$ cat config.mk
export PLATFORM = sky130hd
export DESIGN_NAME = climate_relay_scheduler_top_flat
export DESIGN_NICKNAME = d
export VERILOG_FILES = /design/src/hw/rtl/crs_pkg.sv /design/src/hw/rtl/crs_cfg_if.sv /design/src/hw/rtl/crs_in_if.sv /design/src/hw/rtl/crs_out_if.sv /design/src/hw/rtl/crs_cfg_regs.sv /design/src/hw/rtl/crs_mode_update.sv /design/src/hw/rtl/crs_relay_plan.sv /design/src/hw/rtl/climate_relay_scheduler_top.sv /design/src/flat_wrapper.sv
export VERILOG_INCLUDE_DIRS = /design/src /design/src/hw/rtl
export SDC_FILE = /design/constraint.sdc
export NUM_CORES = 1
export LEC_CHECK = 0
export BUFFER_PORTS_ARGS = -buffer_cell sky130_fd_sc_hd__buf_4
export CAP_MARGIN = 20
export CORE_MARGIN = 2
export CORE_UTILIZATION = 45
export CTS_BUF_LIST = sky130_fd_sc_hd__clkbuf_16
export DETAILED_ROUTE_END_ITERATION = 12
export PLACE_DENSITY = 0.62
export SKIP_LAST_GASP = 1
export SLEW_MARGIN = 10
export SYNTH_ARGS = -nofsm -noshare
export SYNTH_HDL_FRONTEND = slang
export SYNTH_HIERARCHICAL = 1
export SYNTH_SLANG_ARGS = --single-unit
$ cat constraint.sdc
create_clock -name clk -period 17.18 [get_ports clk]
set_input_delay 2.577 -clock clk [delete_from_list [all_inputs] [get_ports clk]]
set_output_delay 2.577 -clock clk [all_outputs]
set_load 0.1 [all_outputs]
$ cat src/hw/rtl/assert_macros.svh
// ----------------------------------------------------------------------------
// assert_macros.svh
// Clocked assertion shorthands shared by the RTL.
// ----------------------------------------------------------------------------
`ifndef ASSERT_MACROS_SVH
`define ASSERT_MACROS_SVH

// checked only outside reset
`define CRS_ASSERT(label, prop, msg) \
  label: assert property (@(posedge clk) disable iff (rst) prop) else $error(msg);

// checked on every edge, reset included
`define CRS_ASSERT_ALWAYS(label, prop, msg) \
  label: assert property (@(posedge clk) prop) else $error(msg);

`endif

$ cat src/hw/rtl/crs_pkg.sv
// ----------------------------------------------------------------------------
// crs_pkg
// Shared types, register codes and constants of the climate relay scheduler.
// ----------------------------------------------------------------------------
package crs_pkg;

  localparam int unsigned CfgIdxW  = 3;
  localparam int unsigned CfgDataW = 12;

  typedef enum logic [CfgIdxW-1:0] {
    CFG_ON_TEMP      = 3'd0,
    CFG_OFF_TEMP     = 3'd1,
    CFG_HIGH_TEMP    = 3'd2,
    CFG_ON_HUM       = 3'd3,
    CFG_OFF_HUM      = 3'd4,
    CFG_WEB_OVERRIDE = 3'd5,
    CFG_WAIT_FACTOR  = 3'd6
  } cfg_idx_t;

  typedef enum logic [1:0] {
    TM_HEAT     = 2'd1,
    TM_HOLD     = 2'd2,
    TM_OVERHEAT = 2'd3
  } temp_mode_t;

  typedef enum logic [1:0] {
    HM_HUMIDIFY = 2'd1,
    HM_HOLD     = 2'd2
  } hum_mode_t;

  // reset values of the registers
  localparam logic signed [11:0] OnTempRst    = 12'sd100;
  localparam logic signed [11:0] OffTempRst   = 12'sd600;
  localparam logic signed [11:0] HighTempRst  = 12'sd800;
  localparam logic [9:0]         OnHumRst     = 10'd100;
  localparam logic [9:0]         OffHumRst    = 10'd400;
  localparam logic [3:0]         WaitFactRst  = 4'd2;
  localparam logic [3:0]         WaitFactMax  = 4'd8;
  localparam logic [8:0]         IdleWaitSec  = 9'd60;
  localparam logic [5:0]         FanBoostSec  = 6'd10;

  typedef struct packed {
    logic signed [11:0] on_temp;
    logic signed [11:0] off_temp;
    logic signed [11:0] high_temp;
    logic [9:0]         on_hum;
    logic [9:0]         off_hum;
    logic               web_override;
    logic [3:0]         wait_factor;
  } cfg_t;

  typedef struct packed {
    logic [CfgIdxW-1:0]  index;
    logic [CfgDataW-1:0] wdata;
  } cfg_word_t;

  typedef struct packed {
    logic signed [11:0] temperature;
    logic [9:0]         humidity;
  } in_word_t;

  typedef struct packed {
    logic [1:0] temp_mode;
    logic [1:0] hum_mode;
    logic       relays_updated;
    logic [5:0] heater_seconds;
    logic [4:0] humidifier_seconds;
    logic [5:0] fan_seconds;
    logic       fan_commanded;
    logic [8:0] wait_seconds;
  } out_word_t;

  typedef struct packed {
    temp_mode_t temp_mode;
    hum_mode_t  hum_mode;
  } modes_t;

endpackage

$ cat src/hw/rtl/crs_cfg_if.sv
// ----------------------------------------------------------------------------
// crs_cfg_if
// Register write channel: valid/ready with index and write data.
// ----------------------------------------------------------------------------
interface crs_cfg_if;
  logic                valid;
  logic                ready;
  crs_pkg::cfg_word_t  data;

  modport source (output valid, output data, input ready);
  modport sink   (input valid, input data, output ready);
endinterface

$ cat src/hw/rtl/crs_in_if.sv
// ----------------------------------------------------------------------------
// crs_in_if
// Sample channel: valid/ready with temperature and humidity.
// ----------------------------------------------------------------------------
interface crs_in_if;
  logic               valid;
  logic               ready;
  crs_pkg::in_word_t  data;

  modport source (output valid, output data, input ready);
  modport sink   (input valid, input data, output ready);
endinterface

$ cat src/hw/rtl/crs_out_if.sv
// ----------------------------------------------------------------------------
// crs_out_if
// Result channel: valid/ready with modes and relay schedule.
// ----------------------------------------------------------------------------
interface crs_out_if;
  logic                valid;
  logic                ready;
  crs_pkg::out_word_t  data;

  modport source (output valid, output data, input ready);
  modport sink   (input valid, input data, output ready);
endinterface

$ cat src/hw/rtl/crs_cfg_regs.sv
// ----------------------------------------------------------------------------
// crs_cfg_regs
// Threshold, override and wait factor registers.
// ----------------------------------------------------------------------------
module crs_cfg_regs (
  input  logic              clk,
  input  logic              rst,
  crs_cfg_if.sink           cfg,
  output crs_pkg::cfg_t     regs
);

  assign cfg.ready = 1'b1;

  always_ff @(posedge clk) begin
    if (rst) begin
      regs.on_temp      <= crs_pkg::OnTempRst;
      regs.off_temp     <= crs_pkg::OffTempRst;
      regs.high_temp    <= crs_pkg::HighTempRst;
      regs.on_hum       <= crs_pkg::OnHumRst;
      regs.off_hum      <= crs_pkg::OffHumRst;
      regs.web_override <= 1'b0;
      regs.wait_factor  <= crs_pkg::WaitFactRst;
    end else if (cfg.valid) begin
      unique case (crs_pkg::cfg_idx_t'(cfg.data.index))
        crs_pkg::CFG_ON_TEMP:      regs.on_temp      <= $signed(cfg.data.wdata);
        crs_pkg::CFG_OFF_TEMP:     regs.off_temp     <= $signed(cfg.data.wdata);
        crs_pkg::CFG_HIGH_TEMP:    regs.high_temp    <= $signed(cfg.data.wdata);
        crs_pkg::CFG_ON_HUM:       regs.on_hum       <= cfg.data.wdata[9:0];
        crs_pkg::CFG_OFF_HUM:      regs.off_hum      <= cfg.data.wdata[9:0];
        crs_pkg::CFG_WEB_OVERRIDE: regs.web_override <= cfg.data.wdata[0];
        crs_pkg::CFG_WAIT_FACTOR:  regs.wait_factor  <= cfg.data.wdata[3:0];
        default: ;  // unmapped index, dropped
      endcase
    end
  end

endmodule

$ cat src/hw/rtl/crs_mode_update.sv
// ----------------------------------------------------------------------------
// crs_mode_update
// Hysteresis mode registers and their next-mode decision.
// ----------------------------------------------------------------------------
module crs_mode_update (
  input  logic               clk,
  input  logic               rst,
  input  logic               advance,
  input  crs_pkg::in_word_t  sample,
  input  crs_pkg::cfg_t      regs,
  output crs_pkg::modes_t    modes_next
);

  crs_pkg::modes_t modes;
  logic signed [11:0] t;

  assign t = sample.temperature;

  always_comb begin
    modes_next = modes;
    // heat, then hold, then overheat; nothing matched keeps the mode
    if (t < regs.on_temp) begin
      modes_next.temp_mode = crs_pkg::TM_HEAT;
    end else if (t >= regs.off_temp && t < regs.high_temp) begin
      modes_next.temp_mode = crs_pkg::TM_HOLD;
    end else if (t >= regs.high_temp) begin
      modes_next.temp_mode = crs_pkg::TM_OVERHEAT;
    end
    if (sample.humidity < regs.on_hum) begin
      modes_next.hum_mode = crs_pkg::HM_HUMIDIFY;
    end else if (sample.humidity >= regs.off_hum) begin
      modes_next.hum_mode = crs_pkg::HM_HOLD;
    end
  end

  always_ff @(posedge clk) begin
    if (rst) begin
      modes.temp_mode <= crs_pkg::TM_HOLD;
      modes.hum_mode  <= crs_pkg::HM_HOLD;
    end else if (advance) begin
      modes <= modes_next;
    end
  end

endmodule

$ cat src/hw/rtl/crs_relay_plan.sv
// ----------------------------------------------------------------------------
// crs_relay_plan
// Gap buckets, relay table and wait time for one sample.
// ----------------------------------------------------------------------------
module crs_relay_plan (
  input  crs_pkg::in_word_t   sample,
  input  crs_pkg::cfg_t       regs,
  input  crs_pkg::modes_t     modes,
  output crs_pkg::out_word_t  word
);

  logic signed [12:0] td;
  logic signed [10:0] hd;
  logic [5:0] heat_t;
  logic [4:0] hum_t;
  logic [5:0] fan_t;
  logic [3:0] fact;
  logic [5:0] base;
  logic [9:0] prod;
  logic       use_base;

  assign td = $signed({regs.off_temp[11], regs.off_temp})
            - $signed({sample.temperature[11], sample.temperature});
  assign hd = $signed({1'b0, regs.off_hum}) - $signed({1'b0, sample.humidity});

  always_comb begin
    if (td <= 13'sd3)       heat_t = 6'd10;
    else if (td <= 13'sd8)  heat_t = 6'd27;
    else if (td <= 13'sd15) heat_t = 6'd35;
    else if (td <= 13'sd20) heat_t = 6'd43;
    else                    heat_t = 6'd55;

    if (hd < 11'sd50)       hum_t = 5'd5;
    else if (hd < 11'sd100) hum_t = 5'd10;
    else if (hd < 11'sd150) hum_t = 5'd15;
    else if (hd < 11'sd200) hum_t = 5'd20;
    else                    hum_t = 5'd30;

    // fan bands above the setpoint; anything else, including small gaps, is 50
    if (td < -13'sd20 && td >= -13'sd40)       fan_t = 6'd10;
    else if (td < -13'sd40 && td >= -13'sd60)  fan_t = 6'd20;
    else if (td < -13'sd60 && td >= -13'sd80)  fan_t = 6'd30;
    else if (td < -13'sd80 && td >= -13'sd100) fan_t = 6'd40;
    else                                       fan_t = 6'd50;
  end

  assign fact = (regs.wait_factor > crs_pkg::WaitFactMax) ? crs_pkg::WaitFactMax
                                                          : regs.wait_factor;

  always_comb begin
    word                    = '0;
    word.temp_mode          = modes.temp_mode;
    word.hum_mode           = modes.hum_mode;
    word.wait_seconds       = crs_pkg::IdleWaitSec;
    base                    = '0;
    use_base                = 1'b0;
    if (!regs.web_override) begin
      word.relays_updated = 1'b1;
      case ({modes.temp_mode, modes.hum_mode})
        {crs_pkg::TM_HEAT, crs_pkg::HM_HUMIDIFY}: begin
          word.heater_seconds     = heat_t;
          word.humidifier_seconds = hum_t;
          word.fan_seconds        = heat_t;
          word.fan_commanded      = 1'b1;
          base     = (heat_t >= {1'b0, hum_t}) ? heat_t : {1'b0, hum_t};
          use_base = 1'b1;
        end
        {crs_pkg::TM_HOLD, crs_pkg::HM_HUMIDIFY}: begin
          word.humidifier_seconds = hum_t;
          word.fan_seconds        = {1'b0, hum_t};
          word.fan_commanded      = 1'b1;
          base     = {1'b0, hum_t};
          use_base = 1'b1;
        end
        {crs_pkg::TM_OVERHEAT, crs_pkg::HM_HUMIDIFY}: begin
          word.humidifier_seconds = hum_t;
          word.fan_seconds        = {1'b0, hum_t} + crs_pkg::FanBoostSec;
          word.fan_commanded      = 1'b1;
          base     = {1'b0, hum_t};
          use_base = 1'b1;
        end
        {crs_pkg::TM_OVERHEAT, crs_pkg::HM_HOLD}: begin
          word.fan_seconds   = fan_t;
          word.fan_commanded = 1'b1;
          base     = fan_t;
          use_base = 1'b1;
        end
        {crs_pkg::TM_HEAT, crs_pkg::HM_HOLD}: begin
          word.heater_seconds = heat_t;
          base     = heat_t;
          use_base = 1'b1;
        end
        default: ;  // both holding, or an unreachable pair: idle wait
      endcase
    end
    prod = base * fact;
    if (use_base) word.wait_seconds = prod[8:0];
  end

endmodule

$ cat src/hw/rtl/climate_relay_scheduler_top.sv
// ----------------------------------------------------------------------------
// climate_relay_scheduler_top
// Hysteresis climate control: one sensor word in, one relay schedule out.
//   cfg     : register writes (index 0..6), always ready.
//   samples : temperature/humidity word, valid/ready.
//   results : modes after update plus heater, humidifier, fan on-times and
//             the wait before the next sample, valid/ready.
// A taken word passes the input stage, then the result register, to results.
// Throughput: one word per cycle; the input stage and the result register
// form a two-entry pipeline, so a new word is taken while a finished result
// waits. The user has cfg writes taken only while idle; not enforced.
// Receiver stall: the result holds, the input stage fills, then samples.ready
// drops until results.ready returns.
// Reset (rst, synchronous): pipeline emptied, both modes go to hold,
// registers to their defaults.
// ----------------------------------------------------------------------------
`include "assert_macros.svh"

module climate_relay_scheduler_top (
  input  logic      clk,
  input  logic      rst,
  crs_cfg_if.sink   cfg,
  crs_in_if.sink    samples,
  crs_out_if.source results
);

  crs_pkg::cfg_t      regs;
  crs_pkg::in_word_t  s1_data;
  logic               s1_valid;
  logic               s1_adv;
  crs_pkg::modes_t    modes_next;
  crs_pkg::out_word_t plan;
  crs_pkg::out_word_t r_data;
  logic               r_valid;

  crs_cfg_regs u_cfg (
    .clk  (clk),
    .rst  (rst),
    .cfg  (cfg),
    .regs (regs)
  );

  // stage 1 moves on when the result register is empty or being drained
  assign s1_adv        = s1_valid && (!r_valid || results.ready);
  assign samples.ready = !s1_valid || s1_adv;

  always_ff @(posedge clk) begin
    if (rst) begin
      s1_valid <= 1'b0;
    end else if (samples.ready) begin
      s1_valid <= samples.valid;
    end
  end

  always_ff @(posedge clk) begin
    if (samples.valid && samples.ready) begin
      s1_data <= samples.data;
    end
  end

  // mode state commits only as the word leaves stage 1
  crs_mode_update u_mode (
    .clk        (clk),
    .rst        (rst),
    .advance    (s1_adv),
    .sample     (s1_data),
    .regs       (regs),
    .modes_next (modes_next)
  );

  crs_relay_plan u_plan (
    .sample (s1_data),
    .regs   (regs),
    .modes  (modes_next),
    .word   (plan)
  );

  always_ff @(posedge clk) begin
    if (rst) begin
      r_valid <= 1'b0;
    end else if (s1_adv) begin
      r_valid <= 1'b1;
    end else if (results.ready) begin
      r_valid <= 1'b0;
    end
  end

  always_ff @(posedge clk) begin
    if (s1_adv) begin
      r_data <= plan;
    end
  end

  assign results.valid = r_valid;
  assign results.data  = r_data;

  // suppressed relays: everything off, fixed idle wait
  `CRS_ASSERT(a_override_idle,
    r_valid && !r_data.relays_updated |-> r_data.heater_seconds == '0 &&
      r_data.humidifier_seconds == '0 && r_data.fan_seconds == '0 &&
      !r_data.fan_commanded && r_data.wait_seconds == crs_pkg::IdleWaitSec,
    "override result carries relay activity")
  // fan time only travels with a fan command
  `CRS_ASSERT(a_fan_cmd,
    r_valid && !r_data.fan_commanded |-> r_data.fan_seconds == '0,
    "fan time without fan command")
  // no word is taken while both stages are full and the receiver stalls
  `CRS_ASSERT(a_no_overrun,
    s1_valid && r_valid && !results.ready |-> !samples.ready,
    "input accepted into a full pipeline")
  // after reset the pipeline is empty
  `CRS_ASSERT_ALWAYS(a_reset_empty,
    rst |=> !s1_valid && !r_valid,
    "pipeline not empty after reset")

endmodule

$ cat src/flat_wrapper.sv
// flat-port wrapper written by rule: the top's interface ports become plain ports
module climate_relay_scheduler_top_flat 
  (clk, rst, cfg_valid, cfg_data, cfg_ready, samples_valid, samples_data, samples_ready, results_valid, results_data, results_ready);
  crs_cfg_if cfg_i ();
  crs_in_if samples_i ();
  crs_out_if results_i ();
  input  logic clk;
  input  logic rst;
  input wire logic [$bits(cfg_i.valid)-1:0] cfg_valid;
  input wire logic [$bits(cfg_i.data)-1:0] cfg_data;
  output wire logic [$bits(cfg_i.ready)-1:0] cfg_ready;
  input wire logic [$bits(samples_i.valid)-1:0] samples_valid;
  input wire logic [$bits(samples_i.data)-1:0] samples_data;
  output wire logic [$bits(samples_i.ready)-1:0] samples_ready;
  output wire logic [$bits(results_i.valid)-1:0] results_valid;
  output wire logic [$bits(results_i.data)-1:0] results_data;
  input wire logic [$bits(results_i.ready)-1:0] results_ready;
  assign cfg_i.valid = cfg_valid;
  assign cfg_i.data = cfg_data;
  assign cfg_ready = cfg_i.ready;
  assign samples_i.valid = samples_valid;
  assign samples_i.data = samples_data;
  assign samples_ready = samples_i.ready;
  assign results_valid = results_i.valid;
  assign results_data = results_i.data;
  assign results_i.ready = results_ready;
  climate_relay_scheduler_top u_core (.clk(clk), .rst(rst), .cfg(cfg_i), .samples(samples_i), .results(results_i));
endmodule
==> results of run 1 <==
[final cells by class]
class,instances,area (um^2),share of cell area
Multi-Input combinational cell,709,5540,0.532
Sequential cell,121,2960,0.285
Timing Repair Buffer,79,593,0.0571
Clock buffer,17,425,0.0409
Inverter,113,424,0.0408
Tap cell,270,338,0.0325
Clock inverter,15,116,0.0112
[critical path: cells and delay by family, from the launching register on]
kind,cells,cell delay [ns]
adder cells (fa/ha/maj),5,2.01
AND/OR/NAND/NOR,10,1.84
AO/OA/AOI/OAI,13,2.92
buffers and inverters,3,0.23
XOR/XNOR,1,0.16
flip-flops,1,0.43
[cell usage after synthesis, types with 11 or more instances]
library cell	count
sky130_fd_sc_hd__a211oi_1	14
sky130_fd_sc_hd__mux2i_1	67
sky130_fd_sc_hd__o21a_1	11
sky130_fd_sc_hd__inv_1	112
sky130_fd_sc_hd__nand4_1	11
sky130_fd_sc_hd__nand2_1	40
sky130_fd_sc_hd__nor2_1	77
sky130_fd_sc_hd__a21o_1	22
sky130_fd_sc_hd__edfxtp_1	54
sky130_fd_sc_hd__o21ai_0	29
sky130_fd_sc_hd__ha_1	94
sky130_fd_sc_hd__clkbuf_1	21
sky130_fd_sc_hd__nand3_1	11
sky130_fd_sc_hd__nor3_1	18
sky130_fd_sc_hd__nor2b_1	12
sky130_fd_sc_hd__a21oi_1	35
sky130_fd_sc_hd__nand2b_1	69
sky130_fd_sc_hd__xnor2_1	12
sky130_fd_sc_hd__dfxtp_1	67
[routing by layer]
layer | track usage | wire length (um) | vias to the layer above
met5 | 0 | 0 | -
met4 | 0.0655 | 381 | 0
met3 | 0.0384 | 1150 | 24
met2 | 0.340 | 10100 | 218
met1 | 0.283 | 10600 | 3329
li1 | - | - | 3659
[flip-flops by register name, indices dropped and copies added (netlist names)]
| signal | cells |
|---|---|
| u_core/u_cfg/regs | 61 |
| u_core/results.data | 32 |
| u_core/s1_data | 22 |
| u_core/u_mode/modes | 4 |
| u_core/results.valid | 1 |
| u_core/s1_valid | 1 |
[cells by family after synthesis]
family,count (synthesis),share of synthesized area
fa+ha+maj,104,0.150
compound gates,207,0.169
buf+inv,157,0.0730
other cells,1,0.000410
xor+xnor,20,0.0191
mux,69,0.0757
flops,121,0.324
simple gates,308,0.189
[power groups by stage]
| stage | Sequential (mW) | Combinational, mW | Clock [mW] |
|---|---|---|---|
| after CTS | 0.324 | 0.222 | 0.339 |
| after detailed placement | 0.330 | 0.221 | 0 |
| after global placement | 0.330 | 0.221 | 0 |
| after global routing | 0.325 | 0.245 | 0.353 |
| after floorplan | 0.364 | 0.135 | 0 |
| final | 0.324 | 0.225 | 0.332 |
[metrics by stage]
stage	setup slack [ns]	area (um^2)	power [mW]	cells
3_3_place_gp	9.58	9850	0.551	1292
6_report	9.34	10400	0.881	1324
4_1_cts	9.41	10400	0.886	1324
3_5_place_dp	9.46	9850	0.552	1292
2_1_floorplan	10.39	9150	0.499	987
5_1_grt	8.71	10400	0.923	1324
[worst paths after layout]
kind                                 startpoint                                  to  slack [ns]  depth (start not counted)
max                u_core/s1_data[14]$_DFFE_PP_    u_core/results.data[8]$_DFFE_PP_        9.34                         32
min          u_core/u_cfg/regs[35]$_SDFFE_PP0P_  u_core/u_cfg/regs[35]$_SDFFE_PP0P_        0.47                          2
max reg2reg        u_core/s1_data[14]$_DFFE_PP_    u_core/results.data[8]$_DFFE_PP_        9.34                         32
min reg2reg  u_core/u_cfg/regs[35]$_SDFFE_PP0P_  u_core/u_cfg/regs[35]$_SDFFE_PP0P_        0.47                          2
==> results.toml, run 1 <==
[timing]
max_slew_margin = 0.394
grt_setup_unrepaired = "false"
fin_worst_skew_ns = 0.00932
timing_max_transition_violations_final = 0
setup-violations-final = 0
tmin_final_ns = 7.84
tns_ns = 0
hold_viol_final = 0
achievable-frequency_ghz = 0.128
tightest_slew_ns = 0.897
whs_ns = 0.469
post-route-period-util = 0.456

[logic_synthesis]
postSynthRegisterBits = 121
async_flop_share = 0
ys_seq_area_frac = 0.324
syn_area_mm2 = 0.00915
synthTopCellsByArea = "sky130_fd_sc_hd__edfxtp_1, sky130_fd_sc_hd__dfxtp_1, sky130_fd_sc_hd__ha_1, sky130_fd_sc_hd__mux2i_1, sky130_fd_sc_hd__nand2b_1"
synth_fp_nets = 1133
postSynthAreaPerCell_um2 = 9.27
yosys.cell_types.count = 98
netlist.top_cell.by_area = "sky130_fd_sc_hd__edfxtp_1"
top_flip_flop_cell_by_instance_count_after_synthesis = "sky130_fd_sc_hd__dfxtp_1"
ys.warnings.count = 6
share_of_the_synthesized_area_in_the_top_cell_type = 0.177
postSynthCellCount = 987
synth_enable_flop_cells = 54

[cells_and_area]
antenna_cells = 0
finalNetCount = 1187
final_util = 0.517
mostFrequentLayoutCell = "sky130_fd_sc_hd__inv_1"
fillers = 1934
most-common-layout-cells = "sky130_fd_sc_hd__inv_1, sky130_fd_sc_hd__ha_1, sky130_fd_sc_hd__buf_4, sky130_fd_sc_hd__nor2_1, sky130_fd_sc_hd__nand2b_1"
fraction_of_layout_instances_using_a_drive_strength_above_1 = 0.138
syn2layout_area_growth_pct = 13.6

[cts]
clock-sinks = 121
clk_path_buf_depth = 2
ctsHoldBuffers = 0
post_cts_resize_count = 0
tritoncts = "yes"
cts_root_buf = "sky130_fd_sc_hd__clkbuf_16"
clk_pin_slew_worst_setup_hold_paths_ns = 0.06
cts_post_setup_buffers_inserted = 0
number_of_buffers_created_by_cts = 17
htreeDepth = 4
clock_latency_ns = 0.42

[detailed_routing]
total_number_of_vias = 7230
drt-wirelength-per-cell_um = 16.8
final_antenna_net_count = 0
viasPerCell = 5.46
finalWirelength_mm = 22.2
drc_errors = 0
drt-pass1-iter-count = 7
drt-initial-drc-count = 475

[worst_setup_path]
endpoint_kind = "register"
crit_fanout = 13
critical-path-slowest-cell = "sky130_fd_sc_hd__o211ai_1"
cp.arrival_ns = 8.00
timing.critical_path.slowest_cell_delay_ns = 0.67
required_worst_endpoint_ns = 17.34
critPathKind = "reg -> reg"
setup.worst_path.start_class = "register"

[power_and_ir_drop]
p_sw_mw = 0.301
peakVddDrop_uv = 64.9
switching_share = 0.342
clkPwrFrac = 0.377
share_seq_of_total_power = 0.368
internal-power_mw = 0.580
combinational_group_share_of_total_power = 0.255
power_density_mw_per_mm2 = 84.7
total_leakage_power_nw = 4.66

[global_routing]
vias_in_the_first_global_route = 6822
grt_first_pass_wirelength_mm = 35.6
number_of_antenna_violations_at_the_first_check_in_global_routing = 0
grt-ovfl-total = 0
grt.total_usage = 0.209
grt_start_max_net_pins = 90

[floorplan]
die_x_um = 147
initial_util = 0.455
rows = 52
core_area_mm2 = 0.0201
pin_count = 77
die-area_mm2 = 0.0215
die-height_um = 147

[run_status]
outcome = "completed"

[flow_run]
max-cap-violations = 0

[placement]
gp_congestion = 0.895
port_buffers = 75
dp_hpwl_mm = 17.0

[worst_hold_path]
worst_min_delay_path_category = "reg -> reg"
Power figures use the tool's default switching activity.
==> inputs of run 2 (changes only) <==
==> constraint.sdc (replaced) <==
create_clock -name clk -period 7.45 [get_ports clk]
set_input_delay 1.1175 -clock clk [delete_from_list [all_inputs] [get_ports clk]]
set_output_delay 1.1175 -clock clk [all_outputs]
set_load 0.1 [all_outputs]
==> run 2 against run 1 <==
Compared with the run above: maximum frequency is 11% higher; total power rose by 140%; flip-flop and latch count stayed put; critical endpoint unchanged.
==> results.toml, run 2 (synthesized netlist as in run 1, its figures left out) <==
[floorplan]
die-area_mm2 = 0.0215
die-height_um = 147
initial_util = 0.455
pin_count = 77
die_x_um = 147
core_area_mm2 = 0.0201
rows = 52

[timing]
timing_max_transition_violations_final = 0
hold_viol_final = 0
tightest_slew_ns = 0.913
setup-violations-final = 0
achievable-frequency_ghz = 0.142
whs_ns = 0.474
tmin_final_ns = 7.05
max_slew_margin = 0.388
post-route-period-util = 0.946
fin_worst_skew_ns = 0.0116

[placement]
dpl.cell_count = 1311
dp_hpwl_mm = 17.1
gp_congestion = 0.892
port_buffers = 75
total_placed_instance_area_mm2 = 0.0100

[cells_and_area]
syn2layout_area_growth_pct = 17.7
mostFrequentLayoutCell = "sky130_fd_sc_hd__inv_1"
final_util = 0.536
post-route-cell-area_mm2 = 0.0108
fraction_of_layout_instances_using_a_drive_strength_above_1 = 0.178
antenna_cells = 0
largest_register_ffs = 61
finalNetCount = 1209
finish.cell_count_without_fillers = 1346
most-common-layout-cells = "sky130_fd_sc_hd__inv_1, sky130_fd_sc_hd__buf_4, sky130_fd_sc_hd__ha_1, sky130_fd_sc_hd__nor2_1, sky130_fd_sc_hd__nand2b_1"
register_containing_the_most_flip_flops_in_the_final_layout = "u_core/u_cfg/regs"

[cts]
clk_pin_slew_worst_setup_hold_paths_ns = 0.06
clock_latency_ns = 0.42
ctsHoldBuffers = 0
cts_root_buf = "sky130_fd_sc_hd__clkbuf_16"
htreeDepth = 4
tritoncts = "yes"
number_of_buffers_created_by_cts = 17
clk_path_buf_depth = 2
clock-sinks = 121

[worst_setup_path]
critical-path-slowest-cell = "sky130_fd_sc_hd__fa_1"
endpoint_kind = "register"
setup.worst_path.start_class = "register"
r2r_cells = 30
timing.critical_path.slowest_cell_delay_ns = 0.54
critPathKind = "reg -> reg"
cp.arrival_ns = 7.21
required_worst_endpoint_ns = 7.61
crit_fanout = 7

[power_and_ir_drop]
total_leakage_power_nw = 4.82
power_density_mw_per_mm2 = 197
peakVddDrop_uv = 168

[global_routing]
number_of_antenna_violations_at_the_first_check_in_global_routing = 0
grt-ovfl-total = 0
grt_first_pass_wirelength_mm = 36.5
grt_start_max_net_pins = 90
grt.total_usage = 0.212
vias_in_the_first_global_route = 6978

[detailed_routing]
drt-pass1-iter-count = 5
viasPerCell = 5.52
finalWirelength_mm = 22.4
total_number_of_vias = 7427
drc_errors = 0
drt-initial-drc-count = 459
final_antenna_net_count = 0
drt-wirelength-per-cell_um = 16.6

[worst_hold_path]
worst_hold_path.num_cells = 2
worst_min_delay_path_category = "reg -> reg"

[run_status]
outcome = "completed"

[flow_run]
max-cap-violations = 0
## run 2: changes by cell type in the layout (fill, tap and decap cells not counted), moves of 3 or more
| cell | change |
|---|---|
| sky130_fd_sc_hd__buf_4 | +22 |
| sky130_fd_sc_hd__ha_1 | -4 |
| sky130_fd_sc_hd__o21ai_0 | -4 |
| sky130_fd_sc_hd__o21ai_1 | +4 |
| sky130_fd_sc_hd__a211oi_1 | -3 |
| sky130_fd_sc_hd__a211oi_2 | +3 |
| sky130_fd_sc_hd__ha_2 | +3 |
| sky130_fd_sc_hd__o31ai_1 | -3 |
| sky130_fd_sc_hd__xnor2_1 | -3 |
| sky130_fd_sc_hd__xnor2_2 | +3 |
## run 2: final cells by class
type | instances | area, um^2
Clock inverter | 14 | 135
Multi-Input combinational cell | 709 | 5710
Clock buffer | 18 | 450
Inverter | 113 | 424
Fill cell | 1864 | 9330
Sequential cell | 121 | 2960
Tap cell | 270 | 338
Timing Repair Buffer | 101 | 758
## run 2: final timing paths
check	startpoint	endpoint	slack (ns)
worst max register to register	u_core/s1_data[4]$_DFFE_PP_	u_core/results.data[8]$_DFFE_PP_	0.40
worst min register to register	u_core/u_cfg/regs[59]$_SDFFE_PP0P_	u_core/u_cfg/regs[59]$_SDFFE_PP0P_	0.47
worst max-delay path	u_core/s1_data[4]$_DFFE_PP_	u_core/results.data[8]$_DFFE_PP_	0.40
worst min-delay path	u_core/u_cfg/regs[59]$_SDFFE_PP0P_	u_core/u_cfg/regs[59]$_SDFFE_PP0P_	0.47
## run 2: where the power goes
group / switching (mW) / internal (mW) / total, mW / leakage, nW
Sequential: 0.0187 / 0.729 / 0.747 / 1.05
Combinational: 0.355 / 0.203 / 0.559 / 3.48
Clock: 0.326 / 0.485 / 0.811 / 0.289
Total: 0.700 / 1.42 / 2.12 / 4.82
## run 2: metrics by stage
stage	power (mW)	setup TNS (ns)	worst slack [ns]
global placement	1.29	0	0.106
finish	2.12	0	0.402
global route	2.22	-0.0556	-0.0556
floorplan	1.15	0	0.663
detailed placement	1.29	-0.0228	-0.0228
CTS	2.11	0	0.0859
## run 2: layer usage
layer  share of wire  GRT usage  vias to the layer above
li1                -          -                     3693
met1            0.47      0.288                     3530
met2            0.47      0.352                      179
met3           0.041     0.0331                       25
met4           0.013     0.0597                        0
met5               0          0                        -
## run 2: timing repair
action,CTS,global route
buffers inserted,1,2
setup endpoints to repair,1,4
pin swaps,1,3
gates resized for setup,1,35
## run 2: critical path: cells and delay by family (launching register included)
kind | cells | cell delay, ns
adders and majority gates | 5 | 2.06
and+or+nand+nor | 9 | 1.92
xor gates and xnor gates | 1 | 0.19
DFF | 1 | 0.41
AOI/OAI and AO/OA | 13 | 1.96
buffers and inverters | 2 | 0.25
